**config.mk**
```make
export PLATFORM = sky130hd
export DESIGN_NAME = ps2_mouse_packet_cursor
export DESIGN_NICKNAME = d
export VERILOG_FILES = /design/src/mpc_pkg.sv /design/src/mpc_front.sv /design/src/mpc_queue.sv /design/src/mpc_back.sv /design/src/ps2_mouse_packet_cursor.sv
export SDC_FILE = /design/constraint.sdc
export NUM_CORES = 1
export LEC_CHECK = 0
export BUFFER_PORTS_ARGS = -buffer_cell sky130_fd_sc_hd__buf_2
export CAP_MARGIN = 10
export CORE_ASPECT_RATIO = 1.1
export CORE_MARGIN = 1.5
export CORE_UTILIZATION = 51
export CTS_CLUSTER_DIAMETER = 150
export DETAILED_ROUTE_END_ITERATION = 10
export PLACE_DENSITY = 0.79
export RECOVER_POWER = 100
export SLEW_MARGIN = 40
export SYNTH_ARGS = -nofsm -noshare
export SYNTH_HDL_FRONTEND = slang
export SYNTH_SLANG_ARGS = --single-unit
```
**constraint.sdc**
```tcl
create_clock -name clk -period 4.1 [get_ports clk]
set_input_delay 0.82 -clock clk [delete_from_list [all_inputs] [get_ports clk]]
set_output_delay 0.82 -clock clk [all_outputs]
set_load 0.005 [all_outputs]
```
**src/mpc_pkg.sv**
```systemverilog
// Shared types and constants for the PS/2 mouse packet cursor block.
// Used by every module in src; depends on nothing.
package mpc_pkg;

    // Field widths
    localparam int BYTE_W  = 8;
    localparam int DELTA_W = 9;
    localparam int COORD_W = 10;
    // Signed working width for cursor sums: 10-bit position plus 9-bit delta
    localparam int SUM_W   = COORD_W + 2;

    // Output tdata: 5 flag bits, two deltas, two coordinates, padded to bytes
    localparam int OUT_BITS = 5 + 2 * DELTA_W + 2 * COORD_W;
    localparam int OUT_W    = ((OUT_BITS + 7) / 8) * 8;

    // Configuration register indexes
    localparam int CFG_ADDR_W = 1;
    localparam logic [CFG_ADDR_W-1:0] CFG_X_LIMIT = 1'b0;
    localparam logic [CFG_ADDR_W-1:0] CFG_Y_LIMIT = 1'b1;

    // Reset values
    localparam logic [COORD_W-1:0] X_LIMIT_RESET = 10'd800;
    localparam logic [COORD_W-1:0] Y_LIMIT_RESET = 10'd600;
    localparam logic [COORD_W-1:0] CURSOR_RESET  = 10'd5;

    // Bit positions in the first byte of a packet
    localparam int SYNC_BIT   = 3;
    localparam int X_SIGN_BIT = 4;
    localparam int Y_SIGN_BIT = 5;
    localparam int X_OVF_BIT  = 6;
    localparam int Y_OVF_BIT  = 7;

    // Byte position within a packet
    typedef enum logic [1:0] {
        POS_FLAGS = 2'd0,
        POS_XMOVE = 2'd1,
        POS_YMOVE = 2'd2
    } pos_t;

    // Decoded packet, as queued between the front and back parts
    typedef struct packed {
        logic                      left_button;
        logic                      right_button;
        logic                      middle_button;
        logic                      x_overflow;
        logic                      y_overflow;
        logic signed [DELTA_W-1:0] delta_x;
        logic signed [DELTA_W-1:0] delta_y;
    } pkt_t;

    // Front to queue: push request
    typedef struct packed {
        logic valid;
        pkt_t pkt;
    } qpush_t;

    // Queue to back: head of queue
    typedef struct packed {
        logic valid;
        pkt_t pkt;
    } qhead_t;

endpackage

```
**src/mpc_front.sv**
```systemverilog
// Front part: accepts mouse bytes, finds the packet start and decodes
// each completed three-byte packet. Depends on mpc_pkg.
module mpc_front (
    input  logic                         clk,
    input  logic                         rst_n,
    input  logic                         s_tvalid,
    output logic                         s_tready,
    input  logic [mpc_pkg::BYTE_W-1:0]   s_tdata,   // [7:0] rx_byte
    input  logic                         queue_full,
    output mpc_pkg::qpush_t              push
);

    mpc_pkg::pos_t pos_reg;
    mpc_pkg::pos_t pos_next;
    logic [mpc_pkg::BYTE_W-1:0] flags_reg;
    logic [mpc_pkg::BYTE_W-1:0] flags_next;
    logic [mpc_pkg::BYTE_W-1:0] xmove_reg;
    logic [mpc_pkg::BYTE_W-1:0] xmove_next;
    logic accept;

    // Only the last byte of a packet needs room in the queue
    assign s_tready = (pos_reg != mpc_pkg::POS_YMOVE) || !queue_full;
    assign accept   = s_tvalid && s_tready;

    // Next byte position
    always_comb
    begin
        pos_next = pos_reg;
        if (accept)
        begin
            unique case (pos_reg)
                mpc_pkg::POS_XMOVE: pos_next = mpc_pkg::POS_YMOVE;
                mpc_pkg::POS_YMOVE: pos_next = mpc_pkg::POS_FLAGS;
                default:
                begin
                    // waiting for sync: drop bytes without the sync bit
                    if (s_tdata[mpc_pkg::SYNC_BIT])
                        pos_next = mpc_pkg::POS_XMOVE;
                    else
                        pos_next = mpc_pkg::POS_FLAGS;
                end
            endcase
        end
    end

    // Byte capture and packet decode
    always_comb
    begin
        flags_next = flags_reg;
        xmove_next = xmove_reg;
        push       = '0;
        if (accept)
        begin
            unique case (pos_reg)
                mpc_pkg::POS_XMOVE: xmove_next = s_tdata;
                mpc_pkg::POS_YMOVE:
                begin
                    push.valid             = 1'b1;
                    push.pkt.left_button   = flags_reg[0];
                    push.pkt.right_button  = flags_reg[1];
                    push.pkt.middle_button = flags_reg[2];
                    push.pkt.x_overflow    = flags_reg[mpc_pkg::X_OVF_BIT];
                    push.pkt.y_overflow    = flags_reg[mpc_pkg::Y_OVF_BIT];
                    push.pkt.delta_x = {flags_reg[mpc_pkg::X_SIGN_BIT], xmove_reg};
                    push.pkt.delta_y = {flags_reg[mpc_pkg::Y_SIGN_BIT], s_tdata};
                end
                default:
                begin
                    if (s_tdata[mpc_pkg::SYNC_BIT])
                        flags_next = s_tdata;
                end
            endcase
        end
    end

    always_ff @(posedge clk or negedge rst_n)
    begin
        if (!rst_n)
            pos_reg <= mpc_pkg::POS_FLAGS;
        else
            pos_reg <= pos_next;
    end

    // Payload bytes, no reset
    always_ff @(posedge clk)
    begin
        flags_reg <= flags_next;
        xmove_reg <= xmove_next;
    end

endmodule

```
**src/mpc_queue.sv**
```systemverilog
// Short queue of decoded packets between the front and back parts.
// Depends on mpc_pkg.
module mpc_queue #(
    parameter int DEPTH = 2
) (
    input  logic            clk,
    input  logic            rst_n,
    input  mpc_pkg::qpush_t push,
    output logic            full,
    input  logic            pop,
    output mpc_pkg::qhead_t head
);

    localparam int PTR_W = (DEPTH > 1) ? $clog2(DEPTH) : 1;
    localparam int CNT_W = $clog2(DEPTH + 1);
    localparam logic [PTR_W-1:0] LAST_PTR = PTR_W'(DEPTH - 1);

    mpc_pkg::pkt_t    slot_reg [DEPTH];
    logic [PTR_W-1:0] wr_ptr_reg;
    logic [PTR_W-1:0] wr_ptr_next;
    logic [PTR_W-1:0] rd_ptr_reg;
    logic [PTR_W-1:0] rd_ptr_next;
    logic [CNT_W-1:0] count_reg;
    logic [CNT_W-1:0] count_next;
    logic             do_push;
    logic             do_pop;

    assign full       = (count_reg == CNT_W'(DEPTH));
    assign head.valid = (count_reg != '0);
    assign head.pkt   = slot_reg[rd_ptr_reg];

    assign do_push = push.valid && !full;
    assign do_pop  = pop && head.valid;

    // Pointer and fill count update
    always_comb
    begin
        wr_ptr_next = wr_ptr_reg;
        rd_ptr_next = rd_ptr_reg;
        count_next  = count_reg;
        if (do_push)
            wr_ptr_next = (wr_ptr_reg == LAST_PTR) ? '0 : wr_ptr_reg + PTR_W'(1);
        if (do_pop)
            rd_ptr_next = (rd_ptr_reg == LAST_PTR) ? '0 : rd_ptr_reg + PTR_W'(1);
        if (do_push && !do_pop)
            count_next = count_reg + CNT_W'(1);
        else if (do_pop && !do_push)
            count_next = count_reg - CNT_W'(1);
    end

    always_ff @(posedge clk or negedge rst_n)
    begin
        if (!rst_n)
        begin
            wr_ptr_reg <= '0;
            rd_ptr_reg <= '0;
            count_reg  <= '0;
        end
        else
        begin
            wr_ptr_reg <= wr_ptr_next;
            rd_ptr_reg <= rd_ptr_next;
            count_reg  <= count_next;
        end
    end

    // Entry storage
    always_ff @(posedge clk)
    begin
        if (do_push)
            slot_reg[wr_ptr_reg] <= push.pkt;
    end

endmodule

```
**src/mpc_back.sv**
```systemverilog
// Back part: applies each decoded packet to the kept cursor, clamps it,
// and holds the result in the output register. Depends on mpc_pkg.
module mpc_back (
    input  logic                          clk,
    input  logic                          rst_n,
    input  mpc_pkg::qhead_t               head,
    output logic                          pop,
    input  logic [mpc_pkg::COORD_W-1:0]   x_limit,
    input  logic [mpc_pkg::COORD_W-1:0]   y_limit,
    output logic                          m_tvalid,
    input  logic                          m_tready,
    output logic [mpc_pkg::OUT_W-1:0]     m_tdata
);

    localparam int SUM_W   = mpc_pkg::SUM_W;
    localparam int COORD_W = mpc_pkg::COORD_W;
    localparam int DELTA_W = mpc_pkg::DELTA_W;

    logic [COORD_W-1:0] pos_x_reg;
    logic [COORD_W-1:0] pos_x_next;
    logic [COORD_W-1:0] pos_y_reg;
    logic [COORD_W-1:0] pos_y_next;
    logic               valid_reg;
    logic               valid_next;
    logic [mpc_pkg::OUT_W-1:0] data_reg;
    logic [mpc_pkg::OUT_W-1:0] data_next;
    logic signed [SUM_W-1:0]   sum_x;
    logic signed [SUM_W-1:0]   sum_y;
    logic [COORD_W-1:0]        clamp_x;
    logic [COORD_W-1:0]        clamp_y;

    assign pop      = head.valid && (!valid_reg || m_tready);
    assign m_tvalid = valid_reg;
    assign m_tdata  = data_reg;

    // Cursor sums: x adds delta_x, y subtracts delta_y
    assign sum_x = $signed({2'b00, pos_x_reg})
                 + {{(SUM_W - DELTA_W){head.pkt.delta_x[DELTA_W-1]}}, head.pkt.delta_x};
    assign sum_y = $signed({2'b00, pos_y_reg})
                 - {{(SUM_W - DELTA_W){head.pkt.delta_y[DELTA_W-1]}}, head.pkt.delta_y};

    // Clamp to 0..limit
    always_comb
    begin
        priority if (sum_x[SUM_W-1])
            clamp_x = '0;
        else if (sum_x[SUM_W-2:0] > {1'b0, x_limit})
            clamp_x = x_limit;
        else
            clamp_x = sum_x[COORD_W-1:0];

        priority if (sum_y[SUM_W-1])
            clamp_y = '0;
        else if (sum_y[SUM_W-2:0] > {1'b0, y_limit})
            clamp_y = y_limit;
        else
            clamp_y = sum_y[COORD_W-1:0];
    end

    // Cursor and output register update
    always_comb
    begin
        pos_x_next = pos_x_reg;
        pos_y_next = pos_y_reg;
        valid_next = valid_reg;
        data_next  = data_reg;
        if (pop)
        begin
            // overflowed axis keeps its position
            if (!head.pkt.x_overflow)
                pos_x_next = clamp_x;
            if (!head.pkt.y_overflow)
                pos_y_next = clamp_y;
            valid_next = 1'b1;
            data_next  = mpc_pkg::OUT_W'({pos_y_next, pos_x_next,
                                          head.pkt.delta_y, head.pkt.delta_x,
                                          head.pkt.y_overflow, head.pkt.x_overflow,
                                          head.pkt.middle_button,
                                          head.pkt.right_button,
                                          head.pkt.left_button});
        end
        else if (m_tready)
        begin
            valid_next = 1'b0;
        end
    end

    always_ff @(posedge clk or negedge rst_n)
    begin
        if (!rst_n)
        begin
            pos_x_reg <= mpc_pkg::CURSOR_RESET;
            pos_y_reg <= mpc_pkg::CURSOR_RESET;
            valid_reg <= 1'b0;
        end
        else
        begin
            pos_x_reg <= pos_x_next;
            pos_y_reg <= pos_y_next;
            valid_reg <= valid_next;
        end
    end

    // Output payload, no reset
    always_ff @(posedge clk)
    begin
        data_reg <= data_next;
    end

endmodule

```
**src/ps2_mouse_packet_cursor.sv**
```systemverilog
// After the third byte of a packet is accepted, the packet waits at the head of the queue and
// loads the output register, raising m_tvalid, once it is empty or its result is being taken.
// Input takes one byte per cycle but stalls the last byte of a packet while the queue is full;
// the queue and the output register let the byte side run on while a result waits to be taken.
// Reset (rst_n, async, low): cursor at (5,5), limits 800 and 600, waiting for a packet start.
// Depends on mpc_pkg, mpc_front, mpc_queue, mpc_back.
module ps2_mouse_packet_cursor #(
    parameter int QUEUE_DEPTH = 2
) (
    input  logic                                clk,
    input  logic                                rst_n,
    input  logic                                s_tvalid,
    output logic                                s_tready,
    input  logic [mpc_pkg::BYTE_W-1:0]          s_tdata,   // [7:0] rx_byte
    output logic                                m_tvalid,
    input  logic                                m_tready,
    // [0] left_button, [1] right_button, [2] middle_button, [3] x_overflow,
    // [4] y_overflow, [13:5] delta_x, [22:14] delta_y, [32:23] cursor_x,
    // [42:33] cursor_y, [47:43] zero
    output logic [mpc_pkg::OUT_W-1:0]           m_tdata,
    input  logic                                cfg_we,
    input  logic [mpc_pkg::CFG_ADDR_W-1:0]      cfg_addr,
    input  logic [mpc_pkg::COORD_W-1:0]         cfg_data
);

    logic [mpc_pkg::COORD_W-1:0] x_limit_reg;
    logic [mpc_pkg::COORD_W-1:0] x_limit_next;
    logic [mpc_pkg::COORD_W-1:0] y_limit_reg;
    logic [mpc_pkg::COORD_W-1:0] y_limit_next;
    mpc_pkg::qpush_t push;
    mpc_pkg::qhead_t head;
    logic            queue_full;
    logic            pop;

    // Limit register writes
    always_comb
    begin
        x_limit_next = x_limit_reg;
        y_limit_next = y_limit_reg;
        if (cfg_we)
        begin
            unique case (cfg_addr)
                mpc_pkg::CFG_X_LIMIT: x_limit_next = cfg_data;
                mpc_pkg::CFG_Y_LIMIT: y_limit_next = cfg_data;
                default: ;
            endcase
        end
    end

    always_ff @(posedge clk or negedge rst_n)
    begin
        if (!rst_n)
        begin
            x_limit_reg <= mpc_pkg::X_LIMIT_RESET;
            y_limit_reg <= mpc_pkg::Y_LIMIT_RESET;
        end
        else
        begin
            x_limit_reg <= x_limit_next;
            y_limit_reg <= y_limit_next;
        end
    end

    mpc_front u_front (
        .clk        (clk),
        .rst_n      (rst_n),
        .s_tvalid   (s_tvalid),
        .s_tready   (s_tready),
        .s_tdata    (s_tdata),
        .queue_full (queue_full),
        .push       (push)
    );

    mpc_queue #(
        .DEPTH (QUEUE_DEPTH)
    ) u_queue (
        .clk   (clk),
        .rst_n (rst_n),
        .push  (push),
        .full  (queue_full),
        .pop   (pop),
        .head  (head)
    );

    mpc_back u_back (
        .clk      (clk),
        .rst_n    (rst_n),
        .head     (head),
        .pop      (pop),
        .x_limit  (x_limit_reg),
        .y_limit  (y_limit_reg),
        .m_tvalid (m_tvalid),
        .m_tready (m_tready),
        .m_tdata  (m_tdata)
    );

endmodule

```
==> PnR_summary.wiki <==
{| class="wikitable"
! Metric !! Value
|-
| Routed Wire Length || 17.2 mm
|-
| Final Hold Fails || 0
|-
| Fraction of power spent switching nets || 38.5%
|-
| Die outline width || 118 µm
|-
| Final HPWL DP || 10.9 mm
|-
| Shortest period the worst path allows || 4280 ps
|-
| Critical-path maximum fanout || 7
|-
| Starting density of the core || 52.9%
|-
| Number of enable-type register cells in the synthesized netlist || 104
|-
| Crit path max-delay family || adder cells
|-
| Number of DRC markers in iteration 0 || 355
|-
| Most common cell after layout, fill and taps aside || sky130_fd_sc_hd__edfxtp_1
|-
| Number of routed nets with antenna violations || 0
|-
| I/O pin count || 74
|-
| Most frequent cells in the layout || sky130_fd_sc_hd__edfxtp_1, sky130_fd_sc_hd__buf_2, sky130_fd_sc_hd__buf_4, sky130_fd_sc_hd__nand2_1, sky130_fd_sc_hd__inv_1
|-
| Skew-Pair Late Insertion Delay || 430 ps
|-
| Final setup skew || 7.79 ps
|-
| Root Buffer Master || sky130_fd_sc_hd__clkbuf_16
|-
| Worst setup EP type || register
|-
| Final number of setup-violating endpoints || 32
|-
| Mean post-synth cell area || 12.4 µm²
|-
| Diode insertion count for antenna repair || 0
|-
| Sink count of the clock tree || 151
|-
| CP max stage cell || sky130_fd_sc_hd__dfrtp_2
|-
| Antenna violations before repair || 0
|-
| Detail-routed via count per cell || 5.52
|-
| Fin worst setup slack || -182 ps
|-
| Area of the core || 14000 µm²
|-
| Proportion of synthesized chip area in sequential cells || 58.4%
|-
| Wire length per cell after detailed routing || 18.4 µm
|-
| Final-report max-slew violation count || 48
|-
| Largest buffer count on any clock path || 2
|-
| Total track usage || 22.0%
|-
| Clock buffer count from CTS || 17
|-
| FFs w/ async S/R, synth || 31.1%
|-
| Delay contributed by the slowest stage of the critical path || 470 ps
|-
| Cell area reported after detailed placement || 8230 µm²
|-
| Cell chain of the critical path || buf_6 -> mux2_2 -> ha_2 -> fa_2 -> nand3b_1 -> nand2_1 -> nor2_1 -> xnor2_1 -> ha_1 -> a21o_1 -> nand3_1 -> nand3_1 -> o21ai_1 -> o221ai_2 -> nor2_4 -> buf_8 -> mux2i_4 -> o21ai_1
|-
| Net switching power of the design || 3.34 mW
|-
| Number of cells produced by synthesis || 595
|-
| Critical path required time || 4280 ps
|-
| Final net count || 808
|-
| Rows || 45
|-
| Critical setup path kind || register to register
|-
| Ratio of final minimum period to clock period || 104%
|-
| Depth of the worst register-to-register path || 18
|-
| Die Y-Extent || 129 µm
|-
| Synth warn || 0
|-
| Power share of the sequential group || 27.5%
|-
| Layout-stage area growth over the synthesis result || 31.0%
|-
| Number of flip-flops under the largest register name || 46
|-
| Depth of the CTS H-tree || 4
|-
| Number of global-route vias before repair || 5070
|-
| Peak supply drop || 408 µV
|-
| Worst path buffer plus inverter count || 2
|-
| Total die area || 15200 µm²
|-
| Flip-flop and latch count after synthesis || 151
|-
| Peak clock frequency supported by timing || 234 MHz
|-
| Final non-filler cell area || 9680 µm²
|-
| Hold buffer count at cts || 0
|-
| Hold Crit Depth || 2
|-
| Internal power component || 5.34 mW
|-
| Fraction of final layout cells sized beyond drive strength 1 || 38.5%
|-
| Main synth FF type || sky130_fd_sc_hd__edfxtp_1
|-
| Outcome || complete, but fails checks
|-
| Number of distinct library cell variants in the gate-level netlist after synthesis || 50
|-
| Total power per unit cell area || 897 nW/µm²
|-
| Number of remaining DRC errors || 0
|-
| RePlAce Congestion || 0.962
|-
| Type of the most critical hold path || register to register
|-
| Fraction of power consumed by the clock network || 16.6%
|-
| Pin count of the biggest net entering global routing || 48
|-
| Setup repair after global routing missed its margin || yes
|-
| Leak pwr || 3.96 nW
|-
| Clock-pin slew on the worst setup and hold paths || 60 ps
|-
| Startpoint type of the worst setup path || register
|-
| Wire length of the first global-routing pass || 25.5 mm
|-
| Logic depth of the worst setup path including buffers || 18
|-
| Detailed-router iteration count before antenna repair || 5
|-
| Actual transition at the worst max-transition pin || 2680 ps
|-
| Utilization after layout || 69.3%
|-
| Total vias in the final route || 5169
|-
| Pre-CTS setup slack || -390 ps
|-
| Worst endpoint data arrival time || 4460 ps
|-
| Cell area after synthesis || 7390 µm²
|-
| Global route total overflow || 0
|-
| Combinational power share || 55.9%
|-
| Worst Hold Slack || 514 ps
|-
| Violations in the final reports || max-capacitance violations, max-slew violations, negative setup slack
|-
| Max-Slew Margin vs Limit || -78.8%
|-
| CTS tree || built
|-
| Max-cap violation count || 1
|-
| Port Buf Inserts || 68
|}
## per-layer routing
| metal | global-route usage [%] | wire [µm] |
|---|---|---|
| met3 | 5.02 | 780 |
| met1 | 26.4 | 6810 |
| met5 | 0 | 0 |
| met4 | 11.9 | 680 |
| met2 | 37.5 | 8920 |
## worst reg2reg max path, stage by stage (launching register included)
cell,delay [ps]
sky130_fd_sc_hd__dfrtp_2,470
sky130_fd_sc_hd__buf_6,170
sky130_fd_sc_hd__mux2_2,370
sky130_fd_sc_hd__ha_2,230
sky130_fd_sc_hd__fa_2,360
sky130_fd_sc_hd__nand3b_1,260
sky130_fd_sc_hd__nand2_1,130
sky130_fd_sc_hd__nor2_1,50
sky130_fd_sc_hd__xnor2_1,270
sky130_fd_sc_hd__ha_1,320
sky130_fd_sc_hd__a21o_1,190
sky130_fd_sc_hd__nand3_1,80
sky130_fd_sc_hd__nand3_1,100
sky130_fd_sc_hd__o21ai_1,170
sky130_fd_sc_hd__o221ai_2,160
sky130_fd_sc_hd__nor2_4,170
sky130_fd_sc_hd__buf_8,180
sky130_fd_sc_hd__mux2i_4,300
sky130_fd_sc_hd__o21ai_1,80
## through the flow
| step | instances | TNS (ps) | total power, mW |
|---|---|---|---|
| floorplan | 599 | 0 | 4.62 |
| global placement | 881 | -4550 | 5.57 |
| detailed placement | 881 | -8260 | 5.70 |
| CTS | 925 | 0 | 8.00 |
| global route | 936 | -8240 | 9.15 |
| finish | 936 | -3060 | 8.68 |
## what timing repair did
| action | in CTS | in global routing |
|---|---|---|
| gates resized for setup | 94 | 69 |
| pin swaps | 32 | 56 |
| setup endpoints to repair | 40 | 40 |
| setup buffers | 12 | 14 |
| gates cloned | 1 | 0 |
## synthesized netlist by cell type, drive strengths merged, types with 14 or more instances
library cell	count	share of area, %
dfrtp	36	12
ha	47	8.0
nand2	54	2.7
inv	46	2.3
edfxtp	104	42
o21ai	50	3.4
nor2	19	1.1
and2	25	2.1
xnor2	14	1.7
a21oi	15	1.0
mux2	26	4.0
mux2i	28	3.9
## power by group through the flow
stage	Combinational (mW)	Clock (mW)	Sequential [mW]
finish	4.86	1.44	2.39
global route	5.21	1.52	2.42
CTS	4.18	1.45	2.38
detailed placement	3.33	0	2.38
global placement	3.20	0	2.36
floorplan	2.25	0	2.36
## cell type report
cell class                 instances  area, µm²
clock buffer                      18        429
fill                             932       4280
inverter                          46        173
clock inverter                    14        115
multi-input combinational        382       3510
sequential                       151       4310
timing repair buffer             137        901
tap                              188        235
## cell families after synthesis
family,count (synthesis),share of synthesized area (%)
flip-flops,151,58.4
AND/OR/NAND/NOR,143,9.68
AO/OA/AOI/OAI,112,9.48
buffers and inverters,66,3.81
multiplexers,54,7.86
adder cells (fa/ha/maj),49,8.50
XOR/XNOR,19,2.25
other,1,0.0507
## final timing paths
| kind | start | endpoint | slack, ps |
|---|---|---|---|
| worst min register to register | u_back.pos_y_reg[2] | u_back.pos_y_reg[2] | 510 |
| worst max-delay path | u_queue.rd_ptr_reg | u_back.m_tdata[35] | -180 |
| worst max register to register | u_queue.rd_ptr_reg | u_back.m_tdata[35] | -180 |
| worst min-delay path | u_back.pos_y_reg[2] | u_back.pos_y_reg[2] | 510 |
| min in group asynchronous | rst_n | u_queue.wr_ptr_reg | 1240 |
| max in group asynchronous | rst_n | u_queue.rd_ptr_reg | 1150 |
Note: power is estimated with default switching activity, not from simulation.
